<file path="config.mk">
export PLATFORM = sky130hd
export DESIGN_NAME = dct_mac_cell
export DESIGN_NICKNAME = d
export VERILOG_FILES = /design/src/hw/rtl/dct_pkg.sv /design/src/hw/rtl/dct_mac_cell.sv
export SDC_FILE = /design/constraint.sdc
export NUM_CORES = 1
export LEC_CHECK = 0
export BUFFER_PORTS_ARGS = -buffer_cell sky130_fd_sc_hd__buf_2
export CAP_MARGIN = 20
export CORE_MARGIN = 4
export CORE_UTILIZATION = 61
export DETAILED_ROUTE_END_ITERATION = 8
export GPL_TIMING_DRIVEN = 0
export PLACE_DENSITY = 0.83
export SYNTH_ARGS = -nofsm -noshare
export SYNTH_HDL_FRONTEND = slang
export SYNTH_SLANG_ARGS = --single-unit
export TNS_END_PERCENT = 100
</file>
<file path="constraint.sdc">
create_clock -name i_clk -period 6.7 [get_ports i_clk]
set_input_delay 1.005 -clock i_clk [delete_from_list [all_inputs] [get_ports i_clk]]
set_output_delay 1.005 -clock i_clk [all_outputs]
set_load 0.02 [all_outputs]
</file>
<file path="src/hw/rtl/dct_pkg.sv">
// Package for the 8x8 2D DCT core: shared widths, cosine table, cell control struct.
// No dependencies.
package dct_pkg;

    localparam int SampleW = 8;
    localparam int MidW    = 20;
    localparam int CosW    = 15;
    localparam int CoefW   = 14;
    localparam int IdxW    = 6;
    localparam int AccW    = 40;

    // cycles from the last MAC issue of a pass until its last result is stored
    localparam logic [3:0] DrainLast = 4'd10;

    typedef enum logic [2:0] {
        ST_FILL,
        ST_ROW,
        ST_COL,
        ST_EMIT
    } t_state;

    typedef struct packed {
        logic       clear;
        logic       mac;
        logic [2:0] k;
        logic [2:0] line;
    } t_cell_ctl;

    function automatic logic signed [CosW-1:0] cos_q14(input logic [2:0] r, input logic [2:0] c);
        logic [5:0] idx;
        logic signed [CosW-1:0] v;
        idx = {r, c};
        case (idx)
            6'd0,6'd1,6'd2,6'd3,6'd4,6'd5,6'd6,6'd7: v = 15'sd5793;
            6'd8:  v = 15'sd8035;  6'd9:  v = 15'sd6811;  6'd10: v = 15'sd4551;
            6'd11: v = 15'sd1598;  6'd12: v = -15'sd1598; 6'd13: v = -15'sd4551;
            6'd14: v = -15'sd6811; 6'd15: v = -15'sd8035;
            6'd16: v = 15'sd7568;  6'd17: v = 15'sd3135;  6'd18: v = -15'sd3135;
            6'd19: v = -15'sd7568; 6'd20: v = -15'sd7568; 6'd21: v = -15'sd3135;
            6'd22: v = 15'sd3135;  6'd23: v = 15'sd7568;
            6'd24: v = 15'sd6811;  6'd25: v = -15'sd1598; 6'd26: v = -15'sd8035;
            6'd27: v = -15'sd4551; 6'd28: v = 15'sd4551;  6'd29: v = 15'sd8035;
            6'd30: v = 15'sd1598;  6'd31: v = -15'sd6811;
            6'd32: v = 15'sd5793;  6'd33: v = -15'sd5793; 6'd34: v = -15'sd5793;
            6'd35: v = 15'sd5793;  6'd36: v = 15'sd5793;  6'd37: v = -15'sd5793;
            6'd38: v = -15'sd5793; 6'd39: v = 15'sd5793;
            6'd40: v = 15'sd4551;  6'd41: v = -15'sd8035; 6'd42: v = 15'sd1598;
            6'd43: v = 15'sd6811;  6'd44: v = -15'sd6811; 6'd45: v = -15'sd1598;
            6'd46: v = 15'sd8035;  6'd47: v = -15'sd4551;
            6'd48: v = 15'sd3135;  6'd49: v = -15'sd7568; 6'd50: v = 15'sd7568;
            6'd51: v = -15'sd3135; 6'd52: v = -15'sd3135; 6'd53: v = 15'sd7568;
            6'd54: v = -15'sd7568; 6'd55: v = 15'sd3135;
            6'd56: v = 15'sd1598;  6'd57: v = -15'sd4551; 6'd58: v = 15'sd6811;
            6'd59: v = -15'sd8035; 6'd60: v = 15'sd8035;  6'd61: v = -15'sd6811;
            6'd62: v = 15'sd4551;  6'd63: v = -15'sd1598;
            default: v = '0;
        endcase
        return v;
    endfunction

endpackage

</file>
<file path="src/hw/rtl/dct_mac_cell.sv">
// One MAC cell of the DCT chain: multiplies its operand by its cosine term and accumulates.
// Depends on dct_pkg. Operand and control enter on i_x/i_ctl and are registered before they pass to the next cell.
module dct_mac_cell import dct_pkg::*; #(
    parameter logic [2:0] COL = 3'd0
) (
    input  logic                   i_clk,
    input  logic                   i_rst_n,
    input  t_cell_ctl              i_ctl,
    input  logic signed [MidW-1:0] i_x,
    output logic signed [MidW-1:0] o_x,
    output t_cell_ctl              o_ctl,
    output logic signed [AccW-1:0] o_acc
);
    logic signed [MidW-1:0] r_x;
    t_cell_ctl              r_ctl;
    logic signed [AccW-1:0] r_acc;
    logic signed [CosW-1:0] w_c;
    logic signed [MidW+CosW-1:0] w_p;

    // both passes use T[COL][k]: the row pass gives W[i][COL], the column pass Y[COL][v]
    assign w_c = cos_q14(COL, i_ctl.k);
    assign w_p = i_x * w_c;

    always_ff @(posedge i_clk) begin
        r_x <= i_x;
        if (i_ctl.mac) begin
            r_acc <= (i_ctl.clear ? AccW'(0) : r_acc) + AccW'(w_p);
        end
    end

    // r_ctl is the last cycle's control; when its mac bit is set, r_acc holds that MAC's sum
    always_ff @(posedge i_clk) begin
        if (!i_rst_n) begin
            r_ctl <= '0;
        end else begin
            r_ctl <= i_ctl;
        end
    end

    assign o_x   = r_x;
    assign o_ctl = r_ctl;
    assign o_acc = r_acc;
endmodule

</file>
# Word level (Yosys, flattened, before mapping)

Cells that the tools add are included.

Flip-flop bits (word level): 68
Output and inout port bits: 68

Add/subtract/negate cells: 1
Mux-type cells: 1
Multipliers: 1

Operators with widths:

| cell                                                | number |
|---|---|
| adder 40 x 35 -> 40 bit                             | 1 |
| 2-to-1 mux 40 bit                                   | 1 |
| multiplier 20 x 15 -> 35 bit, second input constant | 1 |

# Logic depth before layout (Yosys ltp)

Gate-level depths: netlist (run 1).

Depth in word-level cells: 2
Depth in mapped cells: 20
Gate-level depth less buffers: 19

# Least setup slack after synthesis (run 1)

Ideal clock, no wire load.

Kind: input to register
Start: input port i_x[9]
End: register r_acc[39], in the netlist o_acc[39] (data pin)
Data required time: 6,441 ps
Stages on the path: 17
Arrival time: 5,432 ps
Setup time: 259 ps
Slack: 1,009 ps
Cell sequence: ha_1 ha_1 fa_1 fa_1 fa_1 inv_1 fa_1 inv_1 ha_1 clkbuf_1 nand4_1 or3_1 nor3_1 a21oi_2 o21ai_1 o21ai_1 xnor2_1

Word-level cells in the longest chain between the ends: 2

RTL lines:

| item                         | RTL line           | source |
|---|---|---|
| from (decl)                  | dct_mac_cell.sv:9  | `input logic signed [MidW-1:0] i_x,` |
| multiplier 20 x 15 -> 35 bit | dct_mac_cell.sv:22 | `assign w_p = i_x * w_c;` |
| adder 40 x 35 -> 40 bit      | dct_mac_cell.sv:27 | `r_acc <= (i_ctl.clear ? AccW'(0) : r_acc) + AccW'(w_p);` |
| to (signal assigned)         | dct_mac_cell.sv:27 |  |
| to (decl)                    | dct_mac_cell.sv:16 | `logic signed [AccW-1:0] r_acc;` |

Every way passes these cells.
A chain may end at the register's enable or synchronous reset.

# Worst setup path in the final report (run 1)

Start: input port i_x[19]
End: register r_acc[31], in the netlist o_acc[31] (data pin)

The elaborated chain is that of the path after synthesis.

==> results.ini, run 1 <==
[clocking]
postCtsSetupBuffers = 0
cts_max_level = 3
cts.clk_slew.worst_paths_ps = 60
cts_resized = 0
cts_sinks = 68
cts_buffer_depth = 2
holdBufCountCts = 0
cts_tree = done
clockRootBuffer = clkbuf_16
cts_made_buffers = 9
clkLatencyLatePin_ps = 350

[placed_design]
place_congestion = 0.884
dpl_cell_area_sq_um = 9380
dp_hpwl_mm = 15.1
io_buffers = 97

[hold_path]
min_path_type = flop to flop
worstHoldStart = o_acc[0]$_DFFE_PP_

[synthesis]
synth_nets = 1143
synth-edff-count = 40
synth.distinct_cells = 53
netlist_area_sq_um = 8670
synth_warnings = 0
synthArstFlopShare = 0
yosysSeqAreaShare = 0.203
synthFlopType = edfxtp_1
ys_seq_elements = 68
synthCells = 831
avgSynthCellArea_sq_um = 10.4

[finish]
area_delta_synth_final_pct = 11.7
post-route-util = 0.697
antenna_cells = 0
postLayoutCellArea_sq_um = 9680
final_nets = 1251
drive_above_1_share = 0.138

[run_status]
outcome = complete, no violations

[timing]
finalClockSkew_ps = 7.31
period_share = 0.923
finalSetupTns_ps = 0
relSlewSlack = 0.311
hold_ws_ps = 733
worst_pin_slew_ps = 1030
rsz0062_at_grt = false
clock.fmax_mhz = 162
period_minus_slack_ps = 6180
slew_viol_final = 0
setup-violations-final = 0
finalHoldViolations = 0

[setup_path]
crit_path_start_kind = input port
crit_type = input port to flop
crit_start = i_x[19]
rrSetupSlack_ps = 2120
rr_startpoint = o_acc[22]$_DFFE_PP_
cp.arrival_ps = 6270
critical_path_required_ps = 6790
setup.worst_path.end_class = flop
critPathMaxFanout = 28

[global_route]
grt_max_degree = 42
grt_antenna_before_repair = 0
grt_use_total = 0.256
grt_overflow = 0
grt_pass1_vias = 6614
grt_pass1_wl_mm = 32.5

[die]
core_sq_um = 13900
die_w_microns = 127
std_cell_rows = 43
dieArea_sq_um = 16200
die_h_microns = 127
initial_core_util = 0.624
top_level_ports = 98

[drt]
vias_per_cell = 5.49
drc_errors = 0
drt-pass1-iter-count = 5
wl_per_cell_microns = 16.9
vias = 6172
drtAntennaViolNets = 0
wl_mm = 19.0
dr.first_iter.drc_count = 382

[run]
cap_violations = 0

==> cell usage in the layout, fill, tap and decap left out, types with 22 or more instances in the layout <==
cell	Yosys	routed
nand2_1	22	22
edfxtp_1	40	40
a21oi_1	40	40
ha_1	180	180
inv_1	170	170
buf_2	3	100
xnor2_1	25	25
dfxtp_1	28	28
nor2b_1	38	38
fa_1	102	102
==> cell type report <==
type	instances	area, sq um
flip-flops and latches	68	1760
fillers	1071	4200
clock inverters	6	50.0
repair buffers	97	485
inverters	170	638
multi-input cells	571	6180
well taps	180	225
plain buffers	22	86.3
clock buffers	10	250
==> stage by stage <==
step	worst slack (ps)	std cells
6_report	517	1124
5_1_grt	255	1124
4_1_cts	615	1124
3_5_place_dp	292	1108
3_3_place_gp	265	1108
2_1_floorplan	1010	831
==> cells by family after synthesis <==
family	after synthesis	share of synthesized area
compound gates	118	0.0951
xor+xnor	38	0.0384
fa+ha+maj	282	0.495
buf+inv	192	0.0836
flops	68	0.203
simple gates	133	0.0842
==> per-layer routing <==
layer	global-route usage	vias up	wire [microns]
met2	0.418	167	9250
met3	0.0385	38	952
met4	0.0953	0	488
li1	-	2950	-
met5	0	-	0
met1	0.347	3017	8350
==> path summary, 6_finish.rpt <==
check        cells past startpoint                  end
max                             18  o_acc[31]$_DFFE_PP_
min                              2   o_acc[0]$_DFFE_PP_
max reg2reg                     16  o_acc[31]$_DFFE_PP_
min reg2reg                      2   o_acc[0]$_DFFE_PP_
==> state kept, by name, indices dropped and copies added (netlist names) <==
signal / count
o_ctl: 8
o_acc: 40
o_x: 20
==> worst max-delay path, cell delays in order <==
cell and delay, ps:
buf_2 490, ha_1 370, fa_1 490, fa_1 530, fa_1 560, inv_1 60, fa_1 530, inv_1 50
ha_1 280, clkbuf_1 210, nand2_1 170, o21bai_1 120, a2111oi_0 570, o32ai_1 210, a21oi_2 210, o21ai_1 120
a21oi_1 190, xnor2_1 90
==> cells in the mapped netlist (all sizes together) (4+ instances only) <==
master | count | share of area
a21o | 20 | 0.017
a21oi | 42 | 0.025
and2 | 9 | 0.0066
clkbuf | 19 | 0.0082
dfxtp | 28 | 0.065
edfxtp | 40 | 0.14
fa | 102 | 0.24
ha | 180 | 0.26
inv | 170 | 0.074
nand2 | 22 | 0.0095
nand2b | 12 | 0.0087
nand3 | 5 | 0.0029
nand4 | 11 | 0.0079
nor2 | 20 | 0.0087
nor2b | 38 | 0.027
nor3 | 5 | 0.0029
o211ai | 4 | 0.0040
o21ai | 24 | 0.016
o21bai | 6 | 0.0052
xnor2 | 25 | 0.025
xor2 | 13 | 0.013
Power of run 1 is left out: the tool's default activity adds up to more than one toggle a clock period on the data nets, which glitch-free logic cannot reach.
==> inputs of run 2 (changes only) <==
--- a/config.mk
+++ b/config.mk
@@ -8,3 +8,2 @@
 export BUFFER_PORTS_ARGS = -buffer_cell sky130_fd_sc_hd__buf_2
-export CAP_MARGIN = 20
 export CORE_MARGIN = 4
@@ -13,2 +12,3 @@
 export GPL_TIMING_DRIVEN = 0
+export MAX_ROUTING_LAYER = met4
 export PLACE_DENSITY = 0.83
--- a/constraint.sdc
+++ b/constraint.sdc
@@ -3,2 +3,2 @@
 set_output_delay 1.005 -clock i_clk [all_outputs]
-set_load 0.02 [all_outputs]
+set_load 0.01 [all_outputs]
==> run 2 against run 1 <==
  * Global-route usage is 0.78 points higher
  * Critical endpoint unchanged
  * Largest cell class unchanged
  * Maximum frequency is 0.30% higher
  * Clock skew hardly changed
==> results.ini, run 2 (synthesis gave the netlist of run 1 again) <==
[finish]
fill_cells = 1071  ; unchanged
final_nets = 1251  ; unchanged
regArea_sq_um = 1760  ; unchanged
antenna_cells = 0  ; unchanged
final_common_cell = ha_1
area_delta_synth_final_pct = 11.7  ; unchanged
drive_above_1_share = 0.138  ; unchanged
layout_common_cells = ha_1 (180), inv_1 (170), fa_1 (102)
multi_input_area_sq_um = 6180  ; unchanged
largest_reg_flops = 40  ; unchanged

[die]
initial_core_util = 0.624  ; unchanged
die_h_microns = 127  ; unchanged
dieArea_sq_um = 16200  ; unchanged
top_level_ports = 98  ; unchanged
die_w_microns = 127  ; unchanged
core_sq_um = 13900  ; unchanged
std_cell_rows = 43  ; unchanged

[timing]
slew_viol_final = 0  ; unchanged
finalSetupTns_ps = 0  ; unchanged
period_minus_slack_ps = 6160  ; -18.7 ps
clock.fmax_mhz = 162  ; +0.30%
relSlewSlack = 0.317  ; +0.00638
rsz0062_at_grt = false
setup-violations-final = 0  ; unchanged
finalHoldViolations = 0  ; unchanged
hold_ws_ps = 733  ; +0.0160 ps
period_share = 0.920  ; -0.00279
worst_pin_slew_ps = 1020  ; -9.57 ps
finalClockSkew_ps = 7.35  ; +0.0439 ps

[drt]
drc_errors = 0  ; unchanged
drtAntennaViolNets = 0  ; unchanged
vias_per_cell = 5.48  ; -0.29%
dr.first_iter.drc_count = 366  ; -4.2%
drt-pass1-iter-count = 5  ; unchanged
vias = 6154  ; -0.29%
wl_mm = 19.0  ; -0.36%
wl_per_cell_microns = 16.9  ; -0.36%

[placed_design]
dp_hpwl_mm = 15.1  ; unchanged
place_congestion = 0.899  ; +1.7%
io_buffers = 97  ; unchanged

[setup_path]
crit_type = input port to flop
setup.worst_path.end_class = flop
crit_chain = buf_2, ha_1, fa_1, fa_1, fa_1, inv_1, fa_1, inv_1, ha_1, clkbuf_1, nand2_1, o21bai_1, a2111oi_0, o32ai_1, a21oi_2, o21ai_1, a21oi_1, xnor2_1
cp.arrival_ps = 6250  ; -20 ps
crit_start = i_x[19]
critical_path_required_ps = 6790  ; about the same
critPathMaxFanout = 28  ; unchanged
rr_startpoint = o_acc[22]$_DFFE_PP_
crit_top_cell = fa_1
cpMaxStageDelayCell = fa_1
max_stage_delay_ps = 560  ; about the same
crit_path_start_kind = input port

[global_route]
grt_max_degree = 42  ; unchanged
grt_pass1_wl_mm = 32.5  ; -0.11%
grt_use_total = 0.263  ; +0.00779
grt_pass1_vias = 6616  ; +0.030%
grt_antenna_before_repair = 0  ; unchanged
grt_overflow = 0  ; unchanged

[clocking]
clockRootBuffer = clkbuf_16
cts_made_buffers = 9  ; unchanged
cts_max_level = 3  ; unchanged
postCtsSetupBuffers = 0  ; unchanged
cts_buffer_depth = 2  ; unchanged
cts_tree = done
holdBufCountCts = 0  ; unchanged
cts_sinks = 68  ; unchanged
cts_resized = 0  ; unchanged
cts.clk_slew.worst_paths_ps = 60  ; about the same
clkLatencyLatePin_ps = 350  ; about the same

[run]
cap_violations = 0  ; unchanged

[run_status]
outcome = complete, no violations

[hold_path]
worstHoldStart = o_acc[0]$_DFFE_PP_
min_path_type = flop to flop

[run 2: critical path: cells and delay by family]
family / cells / cell delay (ps)
and+or+nand+nor: 1 / 170
buffers and inverters: 4 / 810
AOI/OAI and AO/OA: 6 / 1410
xor gates and xnor gates: 1 / 90
adders and majority gates: 6 / 2760
[run 2: area by class of cell]
class | count | area share
repair buffers | 97 | 0.0502
clock buffers | 10 | 0.0259
flip-flops and latches | 68 | 0.182
multi-input cells | 571 | 0.639
well taps | 180 | 0.0233
clock inverters | 6 | 0.00517
inverters | 170 | 0.0659
plain buffers | 22 | 0.00892
[run 2: metrics by stage]
| stage | utilization | std cells | instance area (sq um) | setup WS (ps) |
|---|---|---|---|---|
| floorplan | - | 831 | 8670 | 1010 |
| global placement | 0.676 | 1108 | 9380 | 265 |
| detailed placement | 0.676 | 1108 | 9380 | 292 |
| CTS | 0.697 | 1124 | 9680 | 615 |
| global route | 0.697 | 1124 | 9680 | 256 |
| finish | 0.697 | 1124 | 9680 | 535 |
[run 2: routing by layer]
metal,global-route usage,wire length (microns),share of wire,up-vias
li1,-,-,-,2950
met1,0.347,8270,0.44,2973
met2,0.418,9150,0.48,191
met3,0.0385,1040,0.055,40
met4,0.0953,518,0.027,0
met5,-,0,0,-
[run 2: worst paths after layout]
kind / endpoint / slack (ps) / depth (start not counted)
worst min-delay path: o_acc[0]$_DFFE_PP_ / 730 / 2
worst max-delay path: o_acc[31]$_DFFE_PP_ / 540 / 18
worst min register to register: o_acc[0]$_DFFE_PP_ / 730 / 2
worst max register to register: o_acc[31]$_DFFE_PP_ / 2140 / 16
Power of run 2 is left out for the same reason.
